<file path="config.mk">
export PLATFORM = sky130hd
export DESIGN_NAME = msg_queue
export DESIGN_NICKNAME = d
export VERILOG_FILES = /design/src/rtl/core/msg_pkg.sv /design/src/rtl/core/msg_queue.sv
export SDC_FILE = /design/constraint.sdc
export NUM_CORES = 1
export LEC_CHECK = 0
export ABC_CLOCK_PERIOD_IN_PS = 3400
export BUFFER_PORTS_ARGS = -buffer_cell sky130_fd_sc_hd__buf_2
export CORE_MARGIN = 2
export CORE_UTILIZATION = 40
export DETAILED_ROUTE_END_ITERATION = 10
export PLACE_DENSITY = 0.71
export RECOVER_POWER = 50
export SETUP_SLACK_MARGIN = 0.15
export SYNTH_ARGS = -nofsm -noshare
export SYNTH_HDL_FRONTEND = slang
export SYNTH_SLANG_ARGS = --single-unit
</file>
<file path="constraint.sdc">
create_clock -name clk -period 3.4 [get_ports clk]
set_input_delay 1.02 -clock clk [delete_from_list [all_inputs] [get_ports clk]]
set_output_delay 1.02 -clock clk [all_outputs]
set_load 0.03 [all_outputs]
</file>
<file path="src/rtl/core/msg_pkg.sv">
// shared types, constants and helpers for the mean ssim block
// used by every module under rtl/core except msg_ram; depends on nothing
`default_nettype none

package msg_pkg;

    // default sizing, handed down from the top level
    localparam int MAX_WIDTH_DEF    = 256;
    localparam int MAX_HEIGHT_DEF   = 256;
    localparam int MAX_CHANNELS_DEF = 4;
    localparam int WINDOW_SIZE_DEF  = 11;

    // field and register widths
    localparam int SAMPLE_W = 8;
    localparam int DIM_W    = 9;
    localparam int CH_W     = 3;
    localparam int POS_W    = 19;
    localparam int EXP_W    = 21;
    localparam int MEAN_W   = 18;
    localparam int CFG_IDX_W = 2;

    // register indexes on the configuration port
    localparam logic [CFG_IDX_W-1:0] REG_IMAGE_WIDTH   = 2'd0;
    localparam logic [CFG_IDX_W-1:0] REG_IMAGE_HEIGHT  = 2'd1;
    localparam logic [CFG_IDX_W-1:0] REG_CHANNEL_COUNT = 2'd2;

    // arithmetic constants, q16.16
    localparam logic [34:0] C1_Q16 = 35'd426148;
    localparam logic [34:0] C2_Q16 = 35'd3835331;
    localparam int HALF16 = 32768;

    // shared divider sizing
    localparam int DIV_NW = 53;
    localparam int DIV_DW = 35;
    localparam int DIV_QW = 18;

    // one load handed from the front to the back
    typedef struct packed {
        logic [DIM_W-1:0] width;
        logic [DIM_W-1:0] height;
        logic [CH_W-1:0]  channels;
        logic [EXP_W-1:0] expected;
        logic             bad;
    } job_t;

    typedef enum logic [3:0] {
        B_IDLE,
        B_ISSUE,
        B_DRAIN,
        B_MOMENT,
        B_SQUARE,
        B_RATIO,
        B_START1,
        B_DIV1,
        B_START2,
        B_DIV2,
        B_PROD,
        B_ACC,
        B_MEANSTART,
        B_MEANDIV,
        B_OUT
    } back_state_t;

    // gaussian taps, sigma 1.5, q0.16
    localparam logic [15:0] TAPS [11] = '{
        16'd67, 16'd498, 16'd2359, 16'd7166, 16'd13988, 16'd17380,
        16'd13988, 16'd7166, 16'd2359, 16'd498, 16'd67
    };

    // centred tap lookup, zero outside the table
    function automatic logic [15:0] tap_weight(input logic [3:0] k, input logic [3:0] off);
        logic signed [5:0] t;
        logic [15:0] w;
        t = $signed({2'b00, k}) - $signed({2'b00, off}) + 6'sd5;
        w = 16'd0;
        if (t >= 6'sd0 && t <= 6'sd10)
        begin
            w = TAPS[t[3:0]];
        end
        return w;
    endfunction

endpackage

`default_nettype wire

</file>
<file path="src/rtl/core/msg_queue.sv">
// two entry job queue between the load side and the compute side
// depends on msg_pkg
`default_nettype none

module msg_queue (
    input  wire logic          clk,
    input  wire logic          rst_n,
    input  wire logic          push,
    input  wire msg_pkg::job_t push_job,
    input  wire logic          pop,
    output logic               empty,
    output msg_pkg::job_t      head
);

    msg_pkg::job_t entry_reg [2];
    logic       wr_ptr_reg;
    logic       rd_ptr_reg;
    logic [1:0] count_reg;
    logic       do_push;
    logic       do_pop;

    assign do_push = push && (count_reg != 2'd2);
    assign do_pop  = pop && (count_reg != 2'd0);

    // pointers and fill count
    always_ff @(posedge clk or negedge rst_n)
    begin
        if (!rst_n)
        begin
            wr_ptr_reg <= 1'b0;
            rd_ptr_reg <= 1'b0;
            count_reg  <= 2'd0;
        end
        else
        begin
            if (do_push)
            begin
                wr_ptr_reg <= ~wr_ptr_reg;
            end
            if (do_pop)
            begin
                rd_ptr_reg <= ~rd_ptr_reg;
            end
            if (do_push && !do_pop)
            begin
                count_reg <= count_reg + 2'd1;
            end
            else if (do_pop && !do_push)
            begin
                count_reg <= count_reg - 2'd1;
            end
        end
    end

    // entry storage
    always_ff @(posedge clk)
    begin
        if (do_push)
        begin
            entry_reg[wr_ptr_reg] <= push_job;
        end
    end

    assign empty = (count_reg == 2'd0);
    assign head  = entry_reg[rd_ptr_reg];

endmodule

`default_nettype wire

</file>
==> impl_metrics.env <==
export IMPL_status="complete, no violations"
export IMPL_dpl_cell_area_sq_um=4038
export IMPL_nets=301
export IMPL_critPathCapture="head[19]"
export IMPL_r2r_end="entry_reg[1][30]$_DFFE_PP_"
export IMPL_startpoint="rd_ptr_reg$_DFFE_PN0P_"
export IMPL_ff2ff_path_depth=3
export IMPL_finalHoldViolations=0
export IMPL_synth_top_area_share=0.7451
export IMPL_viasPerCell=4.628
export IMPL_finalWirelength_microns=5556
export IMPL_wl_per_cell_microns=15.31
export IMPL_first_pass_iters=4
export IMPL_syn2layout_area_growth_pct=21.48
export IMPL_largest_register_ffs=86
export IMPL_port_buffers=90
export IMPL_rrSetupSlack_ns=1.06
export IMPL_path_class="register to output pin"
export IMPL_grt_pass1_wl_microns=8700
export IMPL_clkTransAtPathRegs_ns=0.08
export IMPL_multi_input_area_sq_um=726.9
export IMPL_cp_start_kind="register"
export IMPL_finalSetupTns_ns=0
export IMPL_ctsResizeCount=0
export IMPL_synth_seq_area_share=0.7740
export IMPL_ant_nets=0
export IMPL_antenna_found_initial=0
export IMPL_place_congestion=0.6481
export IMPL_crit_required_ns=2.38
export IMPL_ys_top_cells_by_area="edfxtp_1 (75%), mux2_4 (17%), dfrtp_1 (2.9%), buf_6 (1.6%), mux2_1 (1.3%)"
export IMPL_dp_hpwl_microns=3612
export IMPL_die_width_microns=97.09
export IMPL_drc=0
export IMPL_dieArea_sq_um=9426
export IMPL_min_period_over_period=0.7771
export IMPL_ys_ff_latch=90
export IMPL_hp_class="input pin to asynchronous set/reset pin"
export IMPL_cts_setup_buffers=0
export IMPL_yosysWarnings=0
export IMPL_clk_latency_ns=0.34
export IMPL_synth_top_cell_by_area="edfxtp_1"
export IMPL_worstPathMaxFanout=24
export IMPL_leakagePower_nw=1.638
export IMPL_clock_path_buffers=2
export IMPL_powerDensity_nw_per_um2=933.2
export IMPL_syn_avg_cell_area_sq_um=22.65
export IMPL_h_tree_depth=3
export IMPL_core_area_sq_um=8299
export IMPL_design_portCount=91
export IMPL_cp_end_kind="output pin"
export IMPL_grt_pass1_vias=1791
export IMPL_diodes=0
export IMPL_period_needed_ns=2.642
export IMPL_netlist_instances=153
export IMPL_vias=1680
export IMPL_grt_util_all_layers=0.1200
export IMPL_setup_violations=0
export IMPL_cts_tree="done"
export IMPL_initial_core_util=0.4176
export IMPL_syn_cell_area_sq_um=3466
export IMPL_worst_pin_slew_ns=1.166
export IMPL_worstPathArrival_ns=1.62
export IMPL_synth_cell_type_count=13
export IMPL_grt_max_degree=44
export IMPL_drive_gt1_frac=0.4806
export IMPL_rows=33
export IMPL_clock_sinks=90
export IMPL_clock_skew_ns=0.006499
export IMPL_drtIter0Drc=55
export IMPL_slew_viol_final=0
export IMPL_ir_worst_vdd_uv=471.5
export IMPL_cts_buffers=9
export IMPL_max_clock_freq_ghz=0.3785
export IMPL_fill_cells=702
export IMPL_drv_cap=0
export IMPL_syn_num_nets=201
export IMPL_cts_root_buffer="clkbuf_8"
export IMPL_slew_limit_headroom=0.2228
export IMPL_postLayoutCellArea_sq_um=4210
export IMPL_grt_overflow_total=0
export IMPL_cts_hold_buf=0
export IMPL_die_h_microns=97.09
export IMPL_worstReg2RegStart="count_reg[0]$_DFFE_PN0P_"
export IMPL_rsz0062_at_grt="no"
export IMPL_seq_area_sq_um=2684
[layer usage]
| metal | vias up | GRT usage | wire, microns |
|---|---|---|---|
| met3 | 11 | 0.04748 | 537 |
| met2 | 76 | 0.1923 | 2567 |
| met5 | - | 0 | 0 |
| met1 | 805 | 0.1473 | 2373 |
| met4 | 0 | 0.04550 | 78 |
| li1 | 788 | - | - |
[critical path: stages (launching register included)]
cell and delay, ns:
dfrtp_2 0.36, buf_4 0.39, mux2_4 0.35, buf_2 0.18
[cell usage in the layout, fill, tap and decap left out, drive strengths merged]
cell    Yosys  final
xor2        1      1
mux2       43     43
buf         5     67
clkinv      0      1
o21ai       2      2
dfrtp       4      4
edfxtp     86     86
ha          1      1
inv         3      3
nor2        4      4
clkbuf      0     40
bufinv      0      2
xnor2       4      4
[cells in the mapped netlist]
| library cell | count |
|---|---|
| nor2_1 | 4 |
| o21ai_1 | 1 |
| xor2_1 | 1 |
| buf_6 | 5 |
| dfrtp_1 | 4 |
| ha_1 | 1 |
| mux2_1 | 4 |
| inv_2 | 1 |
| edfxtp_1 | 86 |
| inv_1 | 2 |
| mux2_4 | 39 |
| xnor2_1 | 4 |
| o21ai_2 | 1 |
[per-stage QoR]
step	cells	util	power (W)	hold slack [ns]	worst slack [ns]
floorplan	153	-	0.002876	0.4680	0.04869
global placement	347	0.4865	0.003195	0.5347	1.120
detailed placement	347	0.4865	0.003218	0.5450	1.102
CTS	363	0.5123	0.003990	0.4568	0.7141
global route	363	0.5073	0.004115	0.5097	0.6678
finish	363	0.5073	0.003929	0.5011	0.7580
[worst min path at each step]
stage / slack, ns / cells after the start / endpoint / from
after floorplan: 0.47 / 1 / wr_ptr_reg$_DFFE_PN0P_ / wr_ptr_reg$_DFFE_PN0P_
after global placement: 0.53 / 1 / wr_ptr_reg$_DFFE_PN0P_ / wr_ptr_reg$_DFFE_PN0P_
after detailed placement: 0.55 / 1 / wr_ptr_reg$_DFFE_PN0P_ / wr_ptr_reg$_DFFE_PN0P_
after CTS: 0.46 / 1 / rd_ptr_reg$_DFFE_PN0P_ / rst_n
after global routing: 0.51 / 1 / rd_ptr_reg$_DFFE_PN0P_ / rst_n
final: 0.50 / 1 / rd_ptr_reg$_DFFE_PN0P_ / rst_n
[power breakdown]
part	total (W)	internal, W	switching, W	leakage, nW
Combinational	0.00156	0.000600	0.000959	0.687
Sequential	0.00160	0.00153	0.0000758	0.844
Clock	0.000766	0.000434	0.000332	0.108
Total	0.00393	0.00256	0.00137	1.64
[logic make-up (layout without fill, tap and decap cells)]
kind of cell | after synthesis | after routing | synth area share
buffers and inverters | 8 | 113 | 0.01949
XOR/XNOR | 5 | 5 | 0.01263
AO/OA/AOI/OAI | 2 | 2 | 0.003970
multiplexers | 43 | 43 | 0.1819
adder cells (fa/ha/maj) | 1 | 1 | 0.003610
flip-flops | 90 | 90 | 0.7740
AND/OR/NAND/NOR | 4 | 4 | 0.004331
[cell type report]
class | count | area share
multi-input cells | 55 | 0.1727
clock inverters | 3 | 0.01545
well taps | 105 | 0.03120
clock buffers | 13 | 0.03536
repair buffers | 94 | 0.1052
flip-flops and latches | 90 | 0.6374
inverters | 3 | 0.002675
No activity file was read; power rests on OpenSTA's default activity.
