### config.mk
export PLATFORM = sky130hd
export DESIGN_NAME = msg_front
export DESIGN_NICKNAME = d
export VERILOG_FILES = /design/src/rtl/core/msg_pkg.sv /design/src/rtl/core/msg_front.sv
export SDC_FILE = /design/constraint.sdc
export NUM_CORES = 1
export LEC_CHECK = 0
export CORE_MARGIN = 5
export CORE_UTILIZATION = 50
export DETAILED_ROUTE_END_ITERATION = 8
export DONT_BUFFER_PORTS = 1
export PLACE_DENSITY = 0.68
export SETUP_SLACK_MARGIN = 0.4
export SYNTH_ARGS = -nofsm -noshare
export SYNTH_HDL_FRONTEND = slang
export SYNTH_SLANG_ARGS = --single-unit
### constraint.sdc
create_clock -name clk -period 14.2 [get_ports clk]
set_clock_uncertainty 0.1 [all_clocks]
set_input_delay 0.71 -clock clk [delete_from_list [all_inputs] [get_ports clk]]
set_output_delay 0.71 -clock clk [all_outputs]
set_load 0.01 [all_outputs]
### src/rtl/core/msg_pkg.sv
// shared types, constants and helpers for the mean ssim block
// used by every module under rtl/core except msg_ram; depends on nothing
`default_nettype none

package msg_pkg;

    // default sizing, handed down from the top level
    localparam int MAX_WIDTH_DEF    = 256;
    localparam int MAX_HEIGHT_DEF   = 256;
    localparam int MAX_CHANNELS_DEF = 4;
    localparam int WINDOW_SIZE_DEF  = 11;

    // field and register widths
    localparam int SAMPLE_W = 8;
    localparam int DIM_W    = 9;
    localparam int CH_W     = 3;
    localparam int POS_W    = 19;
    localparam int EXP_W    = 21;
    localparam int MEAN_W   = 18;
    localparam int CFG_IDX_W = 2;

    // register indexes on the configuration port
    localparam logic [CFG_IDX_W-1:0] REG_IMAGE_WIDTH   = 2'd0;
    localparam logic [CFG_IDX_W-1:0] REG_IMAGE_HEIGHT  = 2'd1;
    localparam logic [CFG_IDX_W-1:0] REG_CHANNEL_COUNT = 2'd2;

    // arithmetic constants, q16.16
    localparam logic [34:0] C1_Q16 = 35'd426148;
    localparam logic [34:0] C2_Q16 = 35'd3835331;
    localparam int HALF16 = 32768;

    // shared divider sizing
    localparam int DIV_NW = 53;
    localparam int DIV_DW = 35;
    localparam int DIV_QW = 18;

    // one load handed from the front to the back
    typedef struct packed {
        logic [DIM_W-1:0] width;
        logic [DIM_W-1:0] height;
        logic [CH_W-1:0]  channels;
        logic [EXP_W-1:0] expected;
        logic             bad;
    } job_t;

    typedef enum logic [3:0] {
        B_IDLE,
        B_ISSUE,
        B_DRAIN,
        B_MOMENT,
        B_SQUARE,
        B_RATIO,
        B_START1,
        B_DIV1,
        B_START2,
        B_DIV2,
        B_PROD,
        B_ACC,
        B_MEANSTART,
        B_MEANDIV,
        B_OUT
    } back_state_t;

    // gaussian taps, sigma 1.5, q0.16
    localparam logic [15:0] TAPS [11] = '{
        16'd67, 16'd498, 16'd2359, 16'd7166, 16'd13988, 16'd17380,
        16'd13988, 16'd7166, 16'd2359, 16'd498, 16'd67
    };

    // centred tap lookup, zero outside the table
    function automatic logic [15:0] tap_weight(input logic [3:0] k, input logic [3:0] off);
        logic signed [5:0] t;
        logic [15:0] w;
        t = $signed({2'b00, k}) - $signed({2'b00, off}) + 6'sd5;
        w = 16'd0;
        if (t >= 6'sd0 && t <= 6'sd10)
        begin
            w = TAPS[t[3:0]];
        end
        return w;
    endfunction

endpackage

`default_nettype wire

### src/rtl/core/msg_front.sv
// load side: configuration registers, sample store writes, count check
// depends on msg_pkg
`default_nettype none

module msg_front #(
    parameter int MAX_WIDTH    = msg_pkg::MAX_WIDTH_DEF,
    parameter int MAX_HEIGHT   = msg_pkg::MAX_HEIGHT_DEF,
    parameter int MAX_CHANNELS = msg_pkg::MAX_CHANNELS_DEF,
    parameter int DEPTH        = MAX_WIDTH * MAX_HEIGHT * MAX_CHANNELS,
    localparam int AW          = (DEPTH > 1) ? $clog2(DEPTH) : 1
) (
    input  wire logic                                 clk,
    input  wire logic                                 rst_n,
    input  wire logic                                 accept,
    input  wire logic [msg_pkg::SAMPLE_W-1:0]         sample_a,
    input  wire logic [msg_pkg::SAMPLE_W-1:0]         sample_b,
    input  wire logic                                 last_sample,
    input  wire logic                                 cfg_wen,
    input  wire logic [msg_pkg::CFG_IDX_W-1:0]        cfg_index,
    input  wire logic [msg_pkg::DIM_W-1:0]            cfg_data,
    output logic                                      ram_we,
    output logic [AW-1:0]                             ram_waddr,
    output logic [2*msg_pkg::SAMPLE_W-1:0]            ram_wdata,
    output logic                                      push,
    output msg_pkg::job_t                             job
);

    localparam logic [msg_pkg::POS_W-1:0] POS_MAX = '1;

    logic [msg_pkg::DIM_W-1:0] width_reg;
    logic [msg_pkg::DIM_W-1:0] height_reg;
    logic [msg_pkg::CH_W-1:0]  channels_reg;
    logic [msg_pkg::POS_W-1:0] pos_reg;
    logic [msg_pkg::POS_W-1:0] pos_next;
    logic [msg_pkg::EXP_W-1:0] expected;
    logic                      regs_bad;

    // configuration registers
    always_ff @(posedge clk or negedge rst_n)
    begin
        if (!rst_n)
        begin
            width_reg    <= msg_pkg::DIM_W'(1);
            height_reg   <= msg_pkg::DIM_W'(1);
            channels_reg <= msg_pkg::CH_W'(3);
        end
        else if (cfg_wen)
        begin
            case (cfg_index)
                msg_pkg::REG_IMAGE_WIDTH:   width_reg    <= cfg_data;
                msg_pkg::REG_IMAGE_HEIGHT:  height_reg   <= cfg_data;
                msg_pkg::REG_CHANNEL_COUNT: channels_reg <= cfg_data[msg_pkg::CH_W-1:0];
                default: ;
            endcase
        end
    end

    // saturating pair count
    assign pos_next = (pos_reg == POS_MAX) ? pos_reg : pos_reg + 1'b1;

    always_ff @(posedge clk or negedge rst_n)
    begin
        if (!rst_n)
        begin
            pos_reg <= '0;
        end
        else if (accept)
        begin
            pos_reg <= last_sample ? '0 : pos_next;
        end
    end

    // store write, dropped beyond the store
    assign ram_we    = accept && (32'(pos_reg) < 32'(DEPTH));
    assign ram_waddr = AW'(pos_reg);
    assign ram_wdata = {sample_a, sample_b};

    // classify the load on its last word
    assign expected = msg_pkg::EXP_W'(msg_pkg::EXP_W'(width_reg) * msg_pkg::EXP_W'(height_reg))
                      * msg_pkg::EXP_W'(channels_reg);
    assign regs_bad = (width_reg == '0) || (32'(width_reg) > 32'(MAX_WIDTH))
                   || (height_reg == '0) || (32'(height_reg) > 32'(MAX_HEIGHT))
                   || (channels_reg == '0) || (32'(channels_reg) > 32'(MAX_CHANNELS));

    assign push           = accept && last_sample;
    assign job.width      = width_reg;
    assign job.height     = height_reg;
    assign job.channels   = channels_reg;
    assign job.expected   = expected;
    assign job.bad        = regs_bad || (msg_pkg::EXP_W'(pos_next) != expected);

endmodule

`default_nettype wire

==> key figures, run 1 <==
Status
  • Status: finished clean

Place
  • Post-DP Area: just under 7000 um2
  • Dpl hpwl: 12.13 mm
  • Port Buffer Count: 0
  • Placer Congestion: between 0.7 and 0.8

Clock tree
  • Quantity of gates resized following cts: 0
  • CTS buffer count: 5
  • # Post-CTS Setup Buffers: 0
  • Latest clock arrival within the worst-skew pair: about 290 ps
  • Clock-pin slew on the worst setup and hold paths: 60 ps
  • Hold_buf cts: 0
  • Root Buffer: clkbuf_16
  • CTS Sinks: 40
  • Number of H-tree levels: 2
  • CTS tree: built
  • Clock tree buffer depth: 2

Setup path
  • Most used cell, CP: fa_1
  • Reg-to-reg startpoint: pos_reg[1]
  • Reg2reg path depth: 6
  • Slowest stage delay, CP: between 600 and 700 ps
  • Worst setup EP type: primary output
  • Flop2flop setup slack: approximately 11,000 ps
  • CP max stage cell: a2111oi_0
  • Crit path arrival time: 8200 ps
  • Crit Path Max Fanout: 12
  • Critical Path RT: 13,390 ps
  • Crit Reg-Reg Endpoint: pos_reg[11]
  • CP Class: flop to primary output
  • Nature of the critical path startpoint: flop
  • CP startpoint: height_reg[1]

Yosys
  • Cell variety after synth: 71
  • Synth top area cells: fa_1, dfrtp_1, ha_1
  • YS warnings: 0
  • Synth Register Bits: 40
  • Post-synth ARST share: 100.0%
  • Register area share after synthesis: between 10% and 20%
  • Area of the mapped netlist: 7138 um2
  • Syn_area_per_cell: about 8.4 um2
  • Top-area cell type share of the netlist area: 18.79%
  • Post-synth top flop: dfrtp_1
  • Syn Inst Count: 851
  • Mapped Nets: 1,009
  • Post-synth EDFFs: 0
  • Most frequent cell after synthesis: inv_1
  • Cell taking the most area after synthesis: fa_1
  • Top cells by count, synth: inv_1, nand2_1, fa_1

Route
  • WL per Instance: 15.64 um
  • Routed vias: approximately 5,400
  • DRC: 0
  • Router iterations before antenna repair: 4
  • Routed WL: around 15 mm
  • Antenna viol nets, final: 0
  • Via density: about 5.5
  • DR iter-0 viols: between 200 and 250

Final layout
  • Final instance area: between 7000 and 8000 um2
  • Largest register FFs: 19
  • Share of cells above drive strength 1: 7.116%
  • Area growth from synthesis to layout: -0.3681%
  • Antenna diodes: 0
  • Nets: 944
  • Fin util: roughly half

Floorplanning
  • Top Ports: about 110
  • Die extent in x: 129.5 um
  • Die Area: approximately 17,000 um2
  • Die H: around 130 um
  • Site Rows: 43
  • Core Region: between 10,000 and 15,000 um2
  • Initial core utilization: between 50% and 60%

STA
  • Final period util: a little under two thirds
  • Final Max Tran Viols: 0
  • Crit path time final: roughly 9000 ps
  • Final Hold Vio Count: 0
  • Setup TNS: 0 ps
  • Final Setup Violations: 0
  • Worst Max-Slew Pin Slew: between 800 and 900 ps
  • Rel. slew slack: roughly 42%
  • Max Fclk: about 110 MHz
  • Unrepaired setup endpoints after global routing: false

GRT
  • Antenna violations before repair: 0
  • Pin count of the biggest net entering global routing: between 40 and 50
  • GRT Resource Usage Total: 18.15%
  • Grt ovf: 0
  • Global-route wire length before repair: about 25 mm
  • Vias in the first global route: ~5,100

Hold path
  • Worst min path class: input pin to async pin

Job
  • Max Cap Violations: 0
## worst max-delay path, delay by kind of cell (launching register included)
kind,cells,cell delay [ps]
compound gates,7,1780
xor+xnor,1,170
fa+ha+maj,7,3120
buf+inv,4,200
flops,1,640
simple gates,9,1990
## layout make-up
| cell class | instances | area [um2] |
|---|---|---|
| clock buffer | 6 | 138.9 |
| timing repair buffer | 1 | 7.507 |
| clock inverter | 2 | 10.01 |
| sequential | 40 | 1006 |
| multi-input combinational | 614 | 5259 |
| tap | 180 | 225.2 |
| fill | 1354 | 6823 |
| inverter | 124 | 465.4 |
## layout by cell type, fill, tap and decap left out, types with 4 or more instances in the layout
cell,n
mux2_2,26
fa_1,67
nor2b_1,7
o22ai_1,9
a21o_1,12
dfstp_2,4
ha_1,59
clkbuf_16,5
or2_2,4
and3_1,7
inv_1,124
nand2_1,99
or3_1,9
o21a_1,12
o2bb2ai_1,5
nand2b_1,4
nand4_1,5
o21ai_0,9
xor2_1,10
nor4_1,10
o211ai_1,9
a31oi_1,10
nor3_1,16
nand3_1,17
xnor2_1,36
and2_1,58
a21oi_1,32
nor2_1,26
dfrtp_1,36
## logic make-up after synthesis
group | count (synthesis) | synth area share (%)
AO/OA/AOI/OAI | 130 | 12.62
adder cells (fa/ha/maj) | 126 | 29.13
flip-flops | 40 | 14.09
multiplexers | 28 | 4.382
AND/OR/NAND/NOR | 281 | 20.89
XOR/XNOR | 49 | 6.643
buffers and inverters | 197 | 12.23
## worst max path at each step
stage                         to  depth (start not counted)
after floorplan           job[0]                         31
after global placement    job[0]                         28
after detailed placement  job[0]                         28
after CTS                 job[0]                         28
after global routing      job[0]                         28
final                     job[0]                         28
## metrics by stage
stage               setup WS (ps)  hold slack (ps)  instances
floorplan                    5793            314.4        851
global placement             5677            315.4        959
detailed placement           5529            315.4        959
CTS                          5163            4.068        967
global route                 4668            4.105        967
finish                       5194            12.39        967
## per-layer routing
| metal | global-route usage, % | wire length [um] |
|---|---|---|
| met1 | 23.93 | 6838 |
| met2 | 30.76 | 7242 |
| met3 | 4.163 | 851 |
| met4 | 3.729 | 190 |
| met5 | 0 | 0 |
Power of run 1 is left out: the tool's default activity adds up to more than one toggle a clock period on the data nets, which glitch-free logic cannot reach.
==> run 2, diff against run 1 <==
==> constraint.sdc (replaced) <==
create_clock -name clk -period 8.7 [get_ports clk]
set_clock_uncertainty 0.1 [all_clocks]
set_input_delay 0.435 -clock clk [delete_from_list [all_inputs] [get_ports clk]]
set_output_delay 0.435 -clock clk [all_outputs]
set_load 0.01 [all_outputs]
==> key figures, run 2 (synthesis gave the netlist of run 1 again) <==
Floorplanning
  • Initial core utilization: roughly half
  • Die extent in x: between 100 and 150 um
  • Die H: 129.5 um
  • Core Region: ~14,000 um2
  • Site Rows: between 40 and 50
  • Die Area: ~17,000 um2
  • Top Ports: between 100 and 150

Setup path
  • Most used cell, CP: fa_1
  • Worst setup EP type: primary output
  • CP startpoint: height_reg[0]
  • Crit path to: job[0]
  • Slowest stage delay, CP: 640 ps
  • Crit Path Max Fanout: 7
  • Nature of the critical path startpoint: flop
  • Reg-to-reg startpoint: pos_reg[1]
  • Crit Reg-Reg Endpoint: pos_reg[11]
  • Flop2flop setup slack: 5910 ps
  • CP Class: flop to primary output
  • Critical Path RT: 8170 ps
  • Critical Path Stages: 27
  • CP Buf/Inv Count: 6
  • Reg2reg path depth: 6
  • Crit path arrival time: approximately 7500 ps
  • CP max stage cell: dfstp_2
  • CP delay by family, top: adder cells

Status
  • Status: finished clean

GRT
  • Vias in the first global route: about 5,400
  • Grt ovf: 0
  • Global-route wire length before repair: between 20 and 30 mm
  • Antenna violations before repair: 0
  • Pin count of the biggest net entering global routing: between 40 and 50
  • GRT Resource Usage Total: 18.93%

Place
  • Placer Congestion: between 0.7 and 0.8
  • Dpl hpwl: approximately 12 mm
  • Port Buffer Count: 0

Final layout
  • Commonest non-fill, non-tap cell in the layout: inv_1
  • Nets: 963
  • Most frequent cells in the layout: inv_1, nand2_1, fa_1
  • Largest register FFs: 19
  • Share of cells above drive strength 1: between 10% and 20%
  • Area growth from synthesis to layout: 6.240%
  • Antenna diodes: 0

STA
  • Final Hold Vio Count: 0
  • Final period util: around 93%
  • Crit path time final: 8048 ps
  • Unrepaired setup endpoints after global routing: true
  • Max Fclk: roughly 120 MHz
  • Rel. slew slack: around two fifths
  • Worst Max-Slew Pin Slew: 920.2 ps
  • Final Max Tran Viols: 0
  • Setup TNS: 0 ps
  • Final Setup Violations: 0

Clock tree
  • Number of H-tree levels: 2
  • CTS tree: built
  • Latest clock arrival within the worst-skew pair: 290 ps
  • CTS Sinks: 40
  • Clock-pin slew on the worst setup and hold paths: 60 ps
  • Root Buffer: clkbuf_16
  • CTS buffer count: 5
  • Clock tree buffer depth: 2

Hold path
  • Worst min path class: input pin to flop

Job
  • Max Cap Violations: 0

Route
  • DR iter-0 viols: between 200 and 250
  • Routed WL: between 15 and 20 mm
  • Antenna viol nets, final: 0
  • Router iterations before antenna repair: 5
  • WL per Instance: between 15 and 20 um
  • DRC: 0
  • Routed vias: 5,543
  • Via density: ~5.6
run 2: cell count changes in the layout (fill, tap and decap cells not counted), moves of 3 or more:
| cell | previous run | this run |
|---|---|---|
| dfrtp_1 | 36 | 23 |
| dfrtp_2 | 0 | 13 |
| buf_4 | 1 | 12 |
| ha_1 | 59 | 49 |
| ha_4 | 0 | 10 |
| xnor2_1 | 36 | 31 |
| xnor2_2 | 0 | 5 |
| a21oi_1 | 32 | 28 |
| inv_1 | 124 | 120 |
| a21oi_2 | 1 | 4 |
| inv_2 | 0 | 3 |
| nand2_1 | 99 | 96 |
run 2: stage by stage:
step | util (%) | cell area, um2 | setup slack (ps) | cells | hold WS, ps
final | 54.42 | 7584 | 651.8 | 986 | 126.5
after global routing | 54.42 | 7584 | 294.2 | 986 | 115.1
after CTS | 52.37 | 7297 | 411.0 | 979 | 121.0
after detailed placement | 50.29 | 7008 | 275.0 | 965 | 40.48
after global placement | 50.29 | 7008 | 460.7 | 965 | 40.59
after floorplan | - | 7138 | 567.6 | 851 | 39.41
run 2: worst min path at each step:
stage                start         endpoint  slack, ps  depth (start not counted)
2_1_floorplan        rst_n  channels_reg[2]         40                          0
3_3_place_gp         rst_n      pos_reg[18]         40                          0
3_5_place_dp         rst_n      pos_reg[16]         40                          0
4_1_cts        last_sample       pos_reg[6]        120                          1
5_1_grt        last_sample       pos_reg[1]        120                          1
6_report       last_sample       pos_reg[6]        130                          1
run 2: worst register-to-register path: stages, from the launching register on:
cell and delay (ps):
dfrtp_1 520, ha_1 380, nand4_1 210, nor4_1 850
or4b_2 290, a21oi_1 60, mux2_2 280
run 2: final cells by class:
| class | instances | area, um2 |
|---|---|---|
| clock inverters | 2 | 10.01 |
| multi-input cells | 614 | 5550 |
| repair buffers | 20 | 168.9 |
| well taps | 180 | 225.2 |
| flip-flops and latches | 40 | 1022 |
| fillers | 1282 | 6351 |
| clock buffers | 6 | 138.9 |
| inverters | 124 | 467.9 |
run 2: routing by layer:
metal	part of all wire, %	wire (um)	vias to the layer above	GRT usage (%)
li1	-	-	2701	-
met1	43	6956	2682	24.46
met2	49	7918	138	32.68
met3	5.7	907	22	4.246
met4	1.6	261	0	4.034
met5	0	0	-	0
run 2: what timing repair did:
item,4_1_cts,5_1_grt
setup endpoints to repair,1,1
hold buffers,2,0
buffers inserted,4,7
hold endpoints to repair,40,0
gates resized for setup,20,49
pin swaps,6,32
Power of run 2 is left out for the same reason.
==> run 3, diff against run 2 <==
--- a/config.mk
+++ b/config.mk
@@ -5,7 +5,7 @@
 export SDC_FILE = /design/constraint.sdc
 export NUM_CORES = 1
 export LEC_CHECK = 0
-export CORE_MARGIN = 5
+export CORE_MARGIN = 4
 export CORE_UTILIZATION = 50
 export DETAILED_ROUTE_END_ITERATION = 8
 export DONT_BUFFER_PORTS = 1
==> key figures, run 3 (synthesis gave the netlist of run 1 again) <==
STA
  • Crit path time final: between 8000 and 9000 ps
  • Setup TNS: 0 ps
  • Final period util: 93.57%
  • Final Max Tran Viols: 0
  • Final Hold Vio Count: 0
  • Worst setup margin: approximately 560 ps
  • Worst Max-Slew Pin Slew: between 800 and 900 ps
  • Final Setup Violations: 0
  • Max Fclk: 122.8 MHz
  • Rel. slew slack: about 40%
  • Unrepaired setup endpoints after global routing: true

Final layout
  • Antenna diodes: 0
  • Fillers: around 1,300
  • Most frequent cells in the layout: inv_1, nand2_1, fa_1
  • Commonest non-fill, non-tap cell in the layout: inv_1
  • Nets: approximately 970
  • Area growth from synthesis to layout: 7.152%
  • Largest register FFs: 19
  • Share of cells above drive strength 1: between 10% and 20%
  • Final instance area: 7649 um2

Setup path
  • Critical Path RT: between 8000 and 9000 ps
  • Crit Path Max Fanout: 7
  • Most used cell, CP: fa_1
  • CP max stage cell: dfstp_2
  • Slowest stage delay, CP: ~660 ps
  • Nature of the critical path startpoint: flop
  • Worst setup EP type: primary output
  • CP Class: flop to primary output
  • Crit path arrival time: 7610 ps

Place
  • Post-DP Area: roughly 7000 um2
  • Placer Congestion: approximately 0.8
  • Pre-CTS WS: about 340 ps
  • Port Buffer Count: 0
  • Dpl hpwl: between 10 and 15 mm

Floorplanning
  • Initial core utilization: 51.23%
  • Die H: 127.5 um
  • Die Area: ~16,000 um2
  • Die extent in x: around 130 um
  • Top Ports: 111
  • Core Region: between 10,000 and 15,000 um2
  • Site Rows: 43

Clock tree
  • Root Buffer: clkbuf_16
  • Number of H-tree levels: 2
  • Latest clock arrival within the worst-skew pair: just under 300 ps
  • CTS buffer count: 5
  • Clock-pin slew on the worst setup and hold paths: approximately 60 ps
  • CTS tree: built
  • CTS Sinks: 40
  • Clock tree buffer depth: 2

Route
  • DRC: 0
  • WL per Instance: between 15 and 20 um
  • Router iterations before antenna repair: 4
  • Routed vias: 5,510
  • Routed WL: between 15 and 20 mm
  • Via density: approximately 5.6
  • DR iter-0 viols: 240
  • Antenna viol nets, final: 0

GRT
  • Grt ovf: 0
  • Vias in the first global route: 5,439
  • Antenna violations before repair: 0
  • GRT Resource Usage Total: a little under 20%
  • Global-route wire length before repair: 26.68 mm
  • Pin count of the biggest net entering global routing: between 40 and 50

Job
  • Max Cap Violations: 0

Hold path
  • Worst min path class: input pin to flop

Status
  • Status: finished clean
## run 3: stage by stage
step,hold slack (ps),std cells,util [%]
floorplan,39.41,851,-
global placement,40.40,965,50.29
detailed placement,40.35,965,50.29
CTS,115.4,978,52.38
global route,116.3,991,54.89
finish,119.9,991,54.89
## run 3: final timing paths
path | startpoint | to | slack, ps | cells after the start
worst max-delay path | height_reg[0] | job[0] | 560 | 29
worst min-delay path | last_sample | pos_reg[6] | 120 | 1
worst max register to register | pos_reg[1] | pos_reg[11] | 5920 | 6
worst min register to register | pos_reg[18] | pos_reg[18] | 470 | 2
max in group asynchronous | rst_n | width_reg[0] | 7720 | 2
min in group asynchronous | rst_n | pos_reg[16] | 490 | 2
## run 3: layout make-up
type,count,area (um2),share of cell area [%]
Timing Repair Buffer,25,197.7,2.585
Inverter,124,467.9,6.118
Multi-Input combinational cell,614,5588,73.06
Clock inverter,2,10.01,0.1309
Tap cell,180,225.2,2.945
Sequential cell,40,1021,13.35
Clock buffer,6,138.9,1.816
## run 3: what timing repair did
item / CTS / global route
hold buffers: 2 / 0
gates resized for setup: 22 / 57
buffers inserted: 3 / 13
pin swaps: 6 / 47
gates cloned: 0 / 0
endpoints found under the setup margin: 1 / 1
endpoints found under the hold margin: 40 / 0
## run 3: critical path, delay by kind of cell, from the launching register on
kind                       cells  cell delay, ps
adders and majority gates      7            2830
and+or+nand+nor               11            2440
AOI/OAI and AO/OA              5             910
DFF                            1             660
buffers and inverters          5             330
xor gates and xnor gates       1             140
## run 3: per-layer routing
layer  wire length, um  GRT usage, %
met1              7031         25.54
met5                 0             0
met2              8210         34.31
met4               228         3.596
met3               983         4.222
Power of run 3 is left out for the same reason.
